==> config.mk <==
export PLATFORM = sky130hd
export DESIGN_NAME = rti_fifo
export DESIGN_NICKNAME = d
export VERILOG_FILES = /design/src/sv/rti_fifo.sv
export SDC_FILE = /design/constraint.sdc
export NUM_CORES = 1
export LEC_CHECK = 0
export ABC_AREA = 1
export CORE_MARGIN = 3
export CORE_UTILIZATION = 58
export DETAILED_ROUTE_END_ITERATION = 10
export DONT_BUFFER_PORTS = 1
export PLACE_DENSITY = 0.74
export SLEW_MARGIN = 40
export SYNTH_ARGS = -nofsm -noshare
export SYNTH_HDL_FRONTEND = slang
export SYNTH_SLANG_ARGS = --single-unit
==> constraint.sdc <==
create_clock -name clk -period 1.5 [get_ports clk]
set_clock_uncertainty 0.1 [all_clocks]
set_input_delay 0.15 -clock clk [delete_from_list [all_inputs] [get_ports clk]]
set_output_delay 0.15 -clock clk [all_outputs]
set_load 0.005 [all_outputs]
==> src/sv/rti_fifo.sv <==
`timescale 1ns / 1ps

module rti_fifo #(
	parameter int WIDTH = 8
) (
	input  logic             clk,
	input  logic             arst_n,
	input  logic             push,
	input  logic [WIDTH-1:0] push_data,
	input  logic             pop,
	output logic [WIDTH-1:0] head,
	output logic             empty,
	output logic             full
);

	logic [WIDTH-1:0] slot_q [2];
	logic             wr_q;
	logic             rd_q;
	logic [1:0]       cnt_q;

	always_ff @(posedge clk) begin
		if (push) begin
			slot_q[wr_q] <= push_data;
		end
	end

	always_ff @(posedge clk or negedge arst_n) begin
		if (!arst_n) begin
			wr_q <= 1'b0;
			rd_q <= 1'b0;
			cnt_q <= 2'd0;
		end else begin
			if (push) begin
				wr_q <= ~wr_q;
			end
			if (pop) begin
				rd_q <= ~rd_q;
			end
			cnt_q <= cnt_q + {1'b0, push} - {1'b0, pop};
		end
	end

	assign head = slot_q[rd_q];
	assign empty = (cnt_q == 2'd0);
	assign full = (cnt_q == 2'd2);

endmodule

; ---- Word-level counts from Yosys, hierarchy flattened
; Memory sizes are Yosys's and may differ from the RTL's.
; Cells that the tools add are included.
[totals]
register_bits = 4
mem_bits_rw = 16
elab_cells = 12
in_bits = 12
memories = 1
[memory_table]
columns = memory, depth, width, rd, rd_clocked_by_memory_dff, write_ports, line
row1 = slot_q, 2, 8, 1, 0, 1, 16  ; logic [WIDTH-1:0] slot_q [2];
[classes]
bitwise = 2
muxes = 2
n_reduce_logical = 1
add_sub_neg = 2
n_eq_ne = 1
[op_table]
columns = operator, count
row1 = $add A2 B1 Y2, 1
row2 = $eq A2 B2 Y1 const B, 1
row3 = $logic_not A2 Y1, 1
row4 = $mux W1, 2
row5 = $not A1 Y1, 2
row6 = $sub A2 B1 Y2, 1

; ---- Logic depth before layout (Yosys ltp)
[logic_depth]
ltp_word = 2
depth_mapped = 7

; ---- Worst setup path after synthesis
; No wires, ideal clock.
[synth_path]
path_kind = reg2reg
start = register wr_q
end = memory slot_q[0][0] (enable)
setup_slack_ns = 0.256
stages_incl_launch_ff = 2
arrival_time_ns = 0.774
setup_time_ns = 0.370
synth_period_minus_slack_ns = 1.244
cell_sequence = dfrtp_1 nor2_1
[synth_lines]
columns = element, line
row1 = start: declaration, 17  ; logic wr_q;
row2 = start signal: assignment, 34  ; wr_q <= ~wr_q;
row3 = end: declaration, 16
; Straight into the memory's write port.

; ---- Final worst setup path
[layout_path]
start = register rd_q
end = output port head[2]
[layout_between]
elab_chain_len = 1
[layout_lines]
columns = element, line
row1 = start: declaration, 18  ; logic rd_q;
row2 = start signal: assignment, 37  ; rd_q <= ~rd_q;
row3 = $mem_v2 Z2 W8, n/a
row4 = end: declaration, 11  ; output logic [WIDTH-1:0] head,
; Every way passes these cells.

==> flow_metrics.tcl <==
set metrics [dict create \
    fp.dieArea_um2 1920 \
    place_congestion 0.731 \
    mean_instance_size_in_the_synthesized_netlist_um2 12.4 \
    number_of_global_route_vias_before_repair 513 \
    crit_path_cell_trace "o21ai_0" \
    detailed_place_hpwl_um 877 \
    grt_start_max_net_pins 18 \
    synth_largest_area_cell "edfxtp_1" \
    min_period_ns 1.40 \
    internal_power_mw 1.01 \
    layout_worst_path_cycle_share 0.933 \
    relSlewSlack 0.798 \
    top_level_ports 22 \
    max_cap_check_violation_count 0 \
    tritoncts.num_buffers 3 \
    residual_drc_count 0 \
    crit_fanout 17 \
    yosysWarningCount 0 \
    final_global_route_overflow_total 0 \
    floorplan.die.width_um 43.8 \
    seq_power_share 0.578 \
    critPathLaunchType "flip-flop" \
    post-route-cell-area_um2 971 \
    place_area_um2 833 \
    routed-via-count 493 \
    finalMaxSlewViolations 0 \
    mostFrequentLayoutCell "edfxtp_1" \
    totalWireLength_mm 1.30 \
    timing.hold.worst.class "in2async" \
    ratio_of_cells_with_drive_above_1_in_the_final_layout 0.110 \
    worst_path_max_delay_cell "dfrtp_2" \
    final.hold.worst_slack_ns 0.0216 \
    power.switching_uw 510 \
    total_power_density_per_cell_area_nw_per_um2 1560 \
    antenna_cells_inserted 0 \
    post-synth-top-area-fraction 0.578 \
    layout_common_cells "16 x edfxtp_1, 15 x inv_1, 14 x nand2_1" \
    net_count_after_synthesis 81 \
    crit_family "flip-flops" \
    cts.root.buffer_cell "clkbuf_4" \
    initial_core_utilization 0.631 \
    ctsHtreeMaxLevel 1 \
    antenna_left 0 \
    outcome "completed" \
    netlist-cell-type-count 12 \
    wl_per_cell_um 13.4 \
    antenna_found_initial 0 \
    ir_worst_vdd_mv 1.39 \
    power.share.combinational 0.255 \
    mapped_area_um2 831 \
    critical_path_rt_ns 1.25 \
    area_growth_pct 16.9 \
    clk-insertion-delay-late_ns 0.29 \
    placed_cells_incl_taps 82 \
    crit_arrival_ns 1.15 \
    final_count_of_hold_timing_violations 0 \
    total_number_of_placement_rows 13 \
    swShare 0.336 \
    final_nets 97 \
    dr.pass1.iters 4 \
    tritoncts "done" \
    synthesis.instances 67 \
    via_per_inst 5.08 \
    cts.sink_count 20 \
    cts_max_path_buffers 2 \
    number_of_synthesized_register_bits 20 \
    synth_top_cells_by_area "edfxtp_1 58%, dfrtp_1 12%, inv_1 6.8%, nand2_1 6.3%, o21ai_2 3.2%" \
    setup_viols_final 0 \
    worst_setup_path_end_kind "output port" \
    worst-path-buf-inv 0 \
    initialDrtViolationCount 9 \
    core_um2 1320 \
    die_h_um 43.8 \
    final_cells 97 \
    clock.fmax_mhz 714 \
    timing.setup.tns_ns 0 \
    leakagePower_nw 0.426 \
    cp_slowest_stage_delay_ns 0.53 \
    timing_worst_setup_path_type "reg2out" \
    worst_setup_hold_path_clk_slew_ns 0.10 \
    buffer_ports.inserted 0 \
    wire_length_of_the_first_global_routing_pass_mm 2.11 \
    unrepaired_setup_endpoints_after_global_routing "false" \
    worstMarginPinSlew_ns 0.300 \
    grt.total_usage 0.158 \
    clkPwrFrac 0.166 \
    ys_seq_area_frac 0.699 \
]
## per-stage QoR
stage                      util  power (mW)  worst slack (ns)
after floorplan               -        1.22             0.256
after global placement    0.632        1.21             0.317
after detailed placement  0.632        1.25             0.246
after CTS                 0.737        1.52            0.0883
after global routing      0.737        1.63            0.0448
final                     0.737        1.52            0.0999
## registers in the layout, indices dropped and copies added, names as in the netlist
name and flops:
cnt_q 2, rd_q 1, slot_q 16, wr_q 1
## cells in the mapped netlist, drive strengths merged
| master | instances |
|---|---|
| nand3 | 1 |
| inv | 15 |
| buf | 2 |
| nor2 | 3 |
| o21ai | 8 |
| edfxtp | 16 |
| dfrtp | 4 |
| xor2 | 2 |
| nand2 | 14 |
| ha | 2 |
## final timing paths
path / start / end / slack, ns / cells after the start
min: arst_n / wr_q$_DFFE_PN0P_ / 0.02 / 1
max reg2reg: cnt_q[0]$_DFF_PN0_ / cnt_q[1]$_DFF_PN0_ / 0.23 / 6
max in group asynchronous: arst_n / rd_q$_DFFE_PN0P_ / 1.09 / 1
max: rd_q$_DFFE_PN0P_ / head[2] / 0.1 / 1
min reg2reg: wr_q$_DFFE_PN0P_ / wr_q$_DFFE_PN0P_ / 0.41 / 1
min in group clk: push / slot_q[1][0]$_DFFE_PP_ / 0.14 / 2
## final cells by class
cell class / instances / area, um^2
well taps: 15 / 18.8
fillers: 89 / 347
multi-input cells: 30 / 163
clock inverters: 1 / 3.75
repair buffers: 13 / 125
clock buffers: 3 / 22.5
flip-flops and latches: 20 / 582
inverters: 15 / 56.3
## routing by layer
metal  up-vias  wire (um)  track usage
met5         -          0            0
met4         0         36       0.0904
met3         6         77       0.0415
met2        18        709        0.291
met1       228        474        0.156
li1        241          -            -
## logic make-up after synthesis
kind of cell    Yosys count  synth area share
compound gates            8            0.0617
buf+inv                  17             0.105
flops                    20             0.699
simple gates             18            0.0828
fa+ha+maj                 2            0.0301
xor+xnor                  2            0.0211
## power groups by stage
stage / Clock, mW / Combinational (mW) / Sequential, mW
2_1_floorplan: 0 / 0.412 / 0.810
3_3_place_gp: 0 / 0.336 / 0.875
3_5_place_dp: 0 / 0.364 / 0.888
4_1_cts: 0.252 / 0.391 / 0.879
5_1_grt: 0.290 / 0.443 / 0.898
6_report: 0.252 / 0.387 / 0.878
## repair_timing
action / in CTS / in global routing
endpoints found under the hold margin: 23 / 0
hold buffers: 11 / 0
resized for setup: 1 / 0
setup buffers: 0 / 0
setup endpoints to repair: 3 / 0
Note: power is estimated with default switching activity, not from simulation.
