--- config.mk ---
export PLATFORM = sky130hd
export DESIGN_NAME = rti_front
export DESIGN_NICKNAME = d
export VERILOG_FILES = /design/src/sv/rti_pkg.sv /design/src/sv/rti_front.sv
export SDC_FILE = /design/constraint.sdc
export NUM_CORES = 1
export LEC_CHECK = 0
export BUFFER_PORTS_ARGS = -buffer_cell sky130_fd_sc_hd__buf_2
export CAP_MARGIN = 20
export CORE_AREA = 2 2 183 185
export DETAILED_ROUTE_END_ITERATION = 8
export DIE_AREA = 0 0 185 187
export HOLD_SLACK_MARGIN = 0.02
export PLACE_DENSITY = 0.47
export SYNTH_ARGS = -nofsm -noshare
export SYNTH_HDL_FRONTEND = slang
export SYNTH_SLANG_ARGS = --single-unit
--- constraint.sdc ---
create_clock -name clk -period 7.7 [get_ports clk]
set_input_delay 0.77 -clock clk [delete_from_list [all_inputs] [get_ports clk]]
set_output_delay 0.77 -clock clk [all_outputs]
set_load 0.1 [all_outputs]
--- src/sv/rti_pkg.sv ---
`timescale 1ns / 1ps

package rti_pkg;

	localparam int DATA_W = 32;
	localparam int IDX_W = 10;
	localparam int NCH = 6;
	localparam logic [31:0] SIGN32 = 32'h8000_0000;

	localparam logic [1:0] OP_APPEND = 2'd0;
	localparam logic [1:0] OP_QUERY = 2'd1;
	localparam logic [1:0] OP_CLEAR = 2'd2;

	localparam logic [2:0] ST_EMPTY = 3'd0;
	localparam logic [2:0] ST_BEFORE = 3'd1;
	localparam logic [2:0] ST_AFTER = 3'd2;
	localparam logic [2:0] ST_SINGLE = 3'd3;
	localparam logic [2:0] ST_INTERP = 3'd4;
	localparam logic [2:0] ST_STORED = 3'd5;
	localparam logic [2:0] ST_FULL = 3'd6;
	localparam logic [2:0] ST_CLEARED = 3'd7;

	typedef enum logic [1:0] {
		K_APPEND,
		K_QUERY,
		K_CLEAR,
		K_FULL
	} cmd_kind_t;

	typedef enum logic [4:0] {
		B_IDLE,
		B_WRITE,
		B_RD_FIRST,
		B_CHK_FIRST,
		B_RD_LAST,
		B_CHK_LAST,
		B_SRCH_RD,
		B_SRCH_CHK,
		B_LO_RD,
		B_LO_CHK,
		B_HI_RD,
		B_HI_CHK,
		B_DIV,
		B_MUL,
		B_ACC,
		B_PT_RD,
		B_PT_CHK,
		B_EMIT
	} back_state_t;

endpackage

--- src/sv/rti_front.sv ---
`timescale 1ns / 1ps

module rti_front #(
	parameter int MAX_POINTS = 1024,
	localparam int CW = $clog2(MAX_POINTS + 1),
	localparam int W = 2 + CW + 7 * rti_pkg::DATA_W
) (
	input  logic         clk,
	input  logic         arst_n,
	input  logic         accept,
	input  logic [1:0]   opcode,
	input  logic [31:0]  stamp,
	input  logic [191:0] payload,
	output logic         push,
	output logic [W-1:0] push_data
);

	logic [CW-1:0]       count_q;
	logic [31:0]         last_q;
	logic [31:0]         t_sat;
	rti_pkg::cmd_kind_t  kind;
	logic                is_full;

	// Stamps that run backward in time are held at the last stored stamp.
	always_comb begin
		t_sat = stamp;
		if (count_q != '0 && (stamp ^ rti_pkg::SIGN32) < (last_q ^ rti_pkg::SIGN32)) begin
			t_sat = last_q;
		end
	end

	assign is_full = (count_q == CW'(MAX_POINTS));

	always_comb begin
		case (opcode)
			rti_pkg::OP_APPEND: kind = is_full ? rti_pkg::K_FULL : rti_pkg::K_APPEND;
			rti_pkg::OP_QUERY: kind = rti_pkg::K_QUERY;
			rti_pkg::OP_CLEAR: kind = rti_pkg::K_CLEAR;
			default: kind = rti_pkg::K_CLEAR;
		endcase
	end

	assign push = accept && (opcode == rti_pkg::OP_APPEND || opcode == rti_pkg::OP_QUERY
		|| opcode == rti_pkg::OP_CLEAR);
	assign push_data = {kind, count_q, (kind == rti_pkg::K_APPEND) ? t_sat : stamp, payload};

	always_ff @(posedge clk) begin
		if (push && kind == rti_pkg::K_APPEND) begin
			last_q <= t_sat;
		end
	end

	always_ff @(posedge clk or negedge arst_n) begin
		if (!arst_n) begin
			count_q <= '0;
		end else if (push) begin
			if (kind == rti_pkg::K_APPEND) begin
				count_q <= count_q + CW'(1);
			end else if (kind == rti_pkg::K_CLEAR) begin
				count_q <= '0;
			end
		end
	end

endmodule

== Word level (Yosys, flattened, before mapping) ==
Index checks and enable logic that the tools add are counted.
Storage, ports and cells
  memory bits (writable): 0
  latch bits: 0
  bits of input ports: 229
  memory bits (read-only): 0
  output and inout bits: 238
  memories: 0
  bits in registers: 43
Cells by class
  equality and inequality tests: 4
  order comparisons: 1
  multiplexer cells: 6
  $mul: 0
  shift operators: 0
  add/subtract/negate cells: 1
  bitwise logic cells: 2
  divide/modulo/power cells: 0
  reductions and logical operators: 10
Operator list (count)
  32-bit two-way mux: 2
  32-bit less-than comparator: 1
  11-bit two-way mux: 2
  11-bit by 1-bit adder with 11-bit output, second input constant: 1
  11-bit equality test, second input constant: 1
  11-bit nonzero test: 1
  2-bit equality test, second input constant: 2
  2-bit logical NOT: 2
  2-bit case mux with 2 select lines: 1
  1-bit logical AND: 3
  2-bit by 1-bit equality test with 1-bit output, second input constant: 1
  1-bit logical OR: 2
  2-bit two-way mux: 1
  1-bit NOT: 2
  2-bit AND reduction: 1
  2-bit nonzero test: 1

== Depth between registers and ports, before layout ==
  depth after elaboration: 6
  gate-level depth with buffers: 10
  depth with buffers taken out: 9

== Worst setup path after synthesis ==
OpenSTA, ideal clock, no wires.
  path kind: register to output
  from: register count_q[7]
  to: output port push_data[235]
  arrival: 3081 ps
  cell stages (with the launch flop): 5
  data required time: 6930 ps
  slack: 3849 ps
  path buffers: 0
  cell sequence: dfrtp_1 > nor4_1 > nand4_1 > or2_2 > a21oi_1
On the way
  word-level cells in the longest chain between the ends: 3
RTL lines
  from (decl): line rti_front.sv:18  | logic [CW-1:0] count_q;
  from (signal assigned): line rti_front.sv:58  | count_q <= count_q + CW'(1);
  11-bit equality test: line rti_front.sv:32  | assign is_full = (count_q == CW'(MAX_POINTS));
  2-bit two-way mux: line rti_front.sv:36  | rti_pkg::OP_APPEND: kind = is_full ? rti_pkg::K_FULL : rti_pkg::K_APPEND;
  2-bit case mux with 2 select lines: line rti_front.sv:35  | case (opcode)
  to (decl): line rti_front.sv:15  | output logic [W-1:0] push_data
No other way between the ends.

== Worst setup path in the final report ==
  from: input port stamp[31]
  to: output port push_data[192]
On the way
  word-level cells in the longest chain between the ends: 5
RTL lines
  from (decl): line rti_front.sv:12  | input logic [31:0] stamp,
  1-bit NOT (no line)
  32-bit less-than comparator: line rti_front.sv:27  | if (count_q != '0 && (stamp ^ rti_pkg::SIGN32) < (last_q ^ rti_pkg::SIGN32)) begin
  1-bit logical AND: line rti_front.sv:27
  32-bit two-way mux: line rti_front.sv:27
  32-bit two-way mux: line rti_front.sv:45  | assign push_data = {kind, count_q, (kind == rti_pkg::K_APPEND) ? t_sat : stamp, payload};
No other way between the ends.

==> impl_metrics.ini <==
[global_route]
grt_max_degree = 36
grt-ovfl-total = 0
antenna_found_initial = 5
track_usage_pct = 7.24
grt_pass1_vias = 2725
grt_pass1_wl_um = 17900

[timing]
setup_viol = 0
hold_viol = 0
post-route-min-period_ns = 5.10
final_max_slew_viol_count = 0
max_slew_margin_pct = 50.9
tightest_slew_ns = 0.728
setup_tns_ns = 0
finalCritPeriodShare_pct = 66.2
skew_ns = 0.0110
timing.fmax_ghz = 0.196
rsz0062_at_grt = false

[cts]
clk_pin_slew_ns = 0.07
clkLatencyLatePin_ns = 0.30
cts_tree = yes
htreeDepth = 2
cts-resized-gates = 0
hold_buffers = 0
cts_buffer_depth = 2
clock-sinks = 43
cts_setup_buffers = 0
root_buffer = clkbuf_16
cts_buffers = 5

[setup_path]
rr_startpoint = last_q[31]
worstSetupEndpointType = primary output
worstPathRequired_ns = 6.93
crit_path_start_kind = input pin
reg2reg_to = last_q[12]
r2r_slack_ns = 4.71
crit_arrival_ns = 4.33
r2r_cells = 8
cp_max_fo = 34
timing_worst_setup_path_type = in -> out

[drt]
wl_um = 12900
vias = 2648
drtAntennaViolNets = 0
drt-initial-drc-count = 62
vias_per_cell = 3.21
drc = 0
drt-pass1-iter-count = 4
wl_per_cell_um = 15.6

[logic_synthesis]
syn-num-nets = 741
ys.flop_type = edfxtp_1
async_flop_share_pct = 25.6
yosysSeqAreaShare_pct = 26.3
synth_compound_area_share_pct = 5.81
synth_xor_xnor_area_share_pct = 0.746
synth_top_family_by_area = buffers and inverters
synthCells = 479
syn_avg_cell_area_um2 = 9.81
syn_area_um2 = 4700
synthMuxAreaShare_pct = 17.5
synth_edf_count = 32
yosysUniqueCellTypes = 40
synthAdderAreaFrac_pct = 8.79
synth-warning-count = 0
ys_ff_latch = 43
yosys.area_share.simple_pct = 6.15

[floorplanning]
core_um2 = 32900
fp-row-count = 67
die_w_um = 185
io_pins = 467
die_h_um = 187
start_util_pct = 14.3
dieArea_um2 = 34600

[power_and_ir_drop]
power.ir.vdd_worst_mv = 0.122
p_sw_share_pct = 40.4
p_comb_share_pct = 39.1
total_power_uw = 863
seqPwrFrac_pct = 32.4
internal_power_uw = 515
switchingPower_uw = 348
leakage_nw = 1.94
powerDensity_nw_per_um2 = 198
p_clk_share_pct = 28.6

[layout]
final_core_util_pct = 13.3
layout-drive-gt1-share_pct = 42.5
nets = 635
final_common_cell = buf_2
final_cell_mix = buf_2, inv_1, mux2_2, ha_1, edfxtp_1
nFillCells = 3802
synthToLayoutAreaGrowth_pct = -6.95

[job]
max-cap-violations = 0

[placed_design]
globalplace.congestion = 0.739
dp_hpwl_um = 10400
port_buffers = 82

[outcome]
status = finished clean

[min_path]
hold_path_class = in -> async
[layout make-up]
class	count	area (um2)	area share, %
Clock inverter	1	6.26	0.143
Clock buffer	7	154	3.52
Timing Repair Buffer	85	433	9.91
Inverter	37	139	3.18
Antenna cell	4	10.0	0.229
Multi-Input combinational cell	201	1830	41.9
Sequential cell	43	1240	28.3
Tap cell	448	561	12.8
[sequential cells by signal, indices dropped and copies added (netlist names)]
| signal | count |
|---|---|
| count_q | 11 |
| last_q | 32 |
[critical path: stages]
cell	delay [ns]
buf_2	0.10
inv_1	0.05
ha_1	0.32
nand4_1	0.20
nor3_1	0.51
nand3_1	0.22
a21oi_1	0.31
a211oi_4	0.04
buf_4	0.29
nand2_2	0.35
buf_4	0.45
mux2_2	0.38
buf_2	0.29
[synthesized netlist by cell type, types with 2 or more instances]
master | n | area, um2
and3_1 | 5 | 31.3
o21ai_0 | 12 | 60.1
buf_4 | 192 | 1440
xor2_1 | 3 | 26.3
ha_1 | 33 | 413
a21oi_1 | 13 | 65.1
buf_2 | 3 | 15.0
and2_1 | 2 | 12.5
mux2_4 | 30 | 450
nor2_1 | 15 | 56.3
dfrtp_1 | 11 | 275
inv_1 | 37 | 139
nand2_1 | 13 | 48.8
a21o_1 | 3 | 22.5
nor2b_1 | 2 | 12.5
edfxtp_1 | 32 | 961
nand4_1 | 5 | 31.3
nand3_1 | 10 | 50.1
nor3_1 | 3 | 15.0
buf_6 | 3 | 33.8
mux2_2 | 33 | 372
[layer usage]
metal / GRT usage [%] / up-vias / wire length (um)
met2: 11.0 / 149 / 5690
met1: 7.01 / 1168 / 4390
met3: 3.66 / 114 / 1540
li1: - / 1215 / -
met4: 7.11 / 2 / 1230
met5: 0 / - / 10
[power groups by stage]
| stage | clock network [mW] | registers, mW | logic (mW) |
|---|---|---|---|
| 6_report | 0.247 | 0.279 | 0.337 |
| 3_5_place_dp | 0 | 0.284 | 0.345 |
| 5_1_grt | 0.269 | 0.281 | 0.361 |
| 3_3_place_gp | 0 | 0.285 | 0.343 |
| 2_1_floorplan | 0 | 0.301 | 0.731 |
| 4_1_cts | 0.265 | 0.279 | 0.346 |
[through the flow]
stage | hold slack, ns | std cells | setup slack (ns) | instance area (um2)
CTS | 0.335 | 822 | 2.47 | 4360
finish | 0.328 | 826 | 2.60 | 4370
global route | 0.340 | 822 | 2.38 | 4360
detailed placement | 0.523 | 814 | 2.48 | 4200
global placement | 0.532 | 814 | 2.48 | 4200
floorplan | 0.474 | 479 | 3.85 | 4700
[kinds of logic after synthesis]
| kind of cell | count (synthesis) |
|---|---|
| buf+inv | 235 |
| mux | 63 |
| flops | 43 |
| xor+xnor | 4 |
| fa+ha+maj | 33 |
| simple gates | 60 |
| compound gates | 41 |
[worst max-delay path by stage]
| stage | startpoint | to |
|---|---|---|
| after floorplan | count_q[7] | push_data[235] |
| after global placement | stamp[31] | push_data[223] |
| after detailed placement | stamp[31] | push_data[192] |
| after CTS | stamp[31] | push_data[192] |
| after global routing | stamp[31] | push_data[194] |
| final | stamp[31] | push_data[192] |
Power figures use the tool's default switching activity.
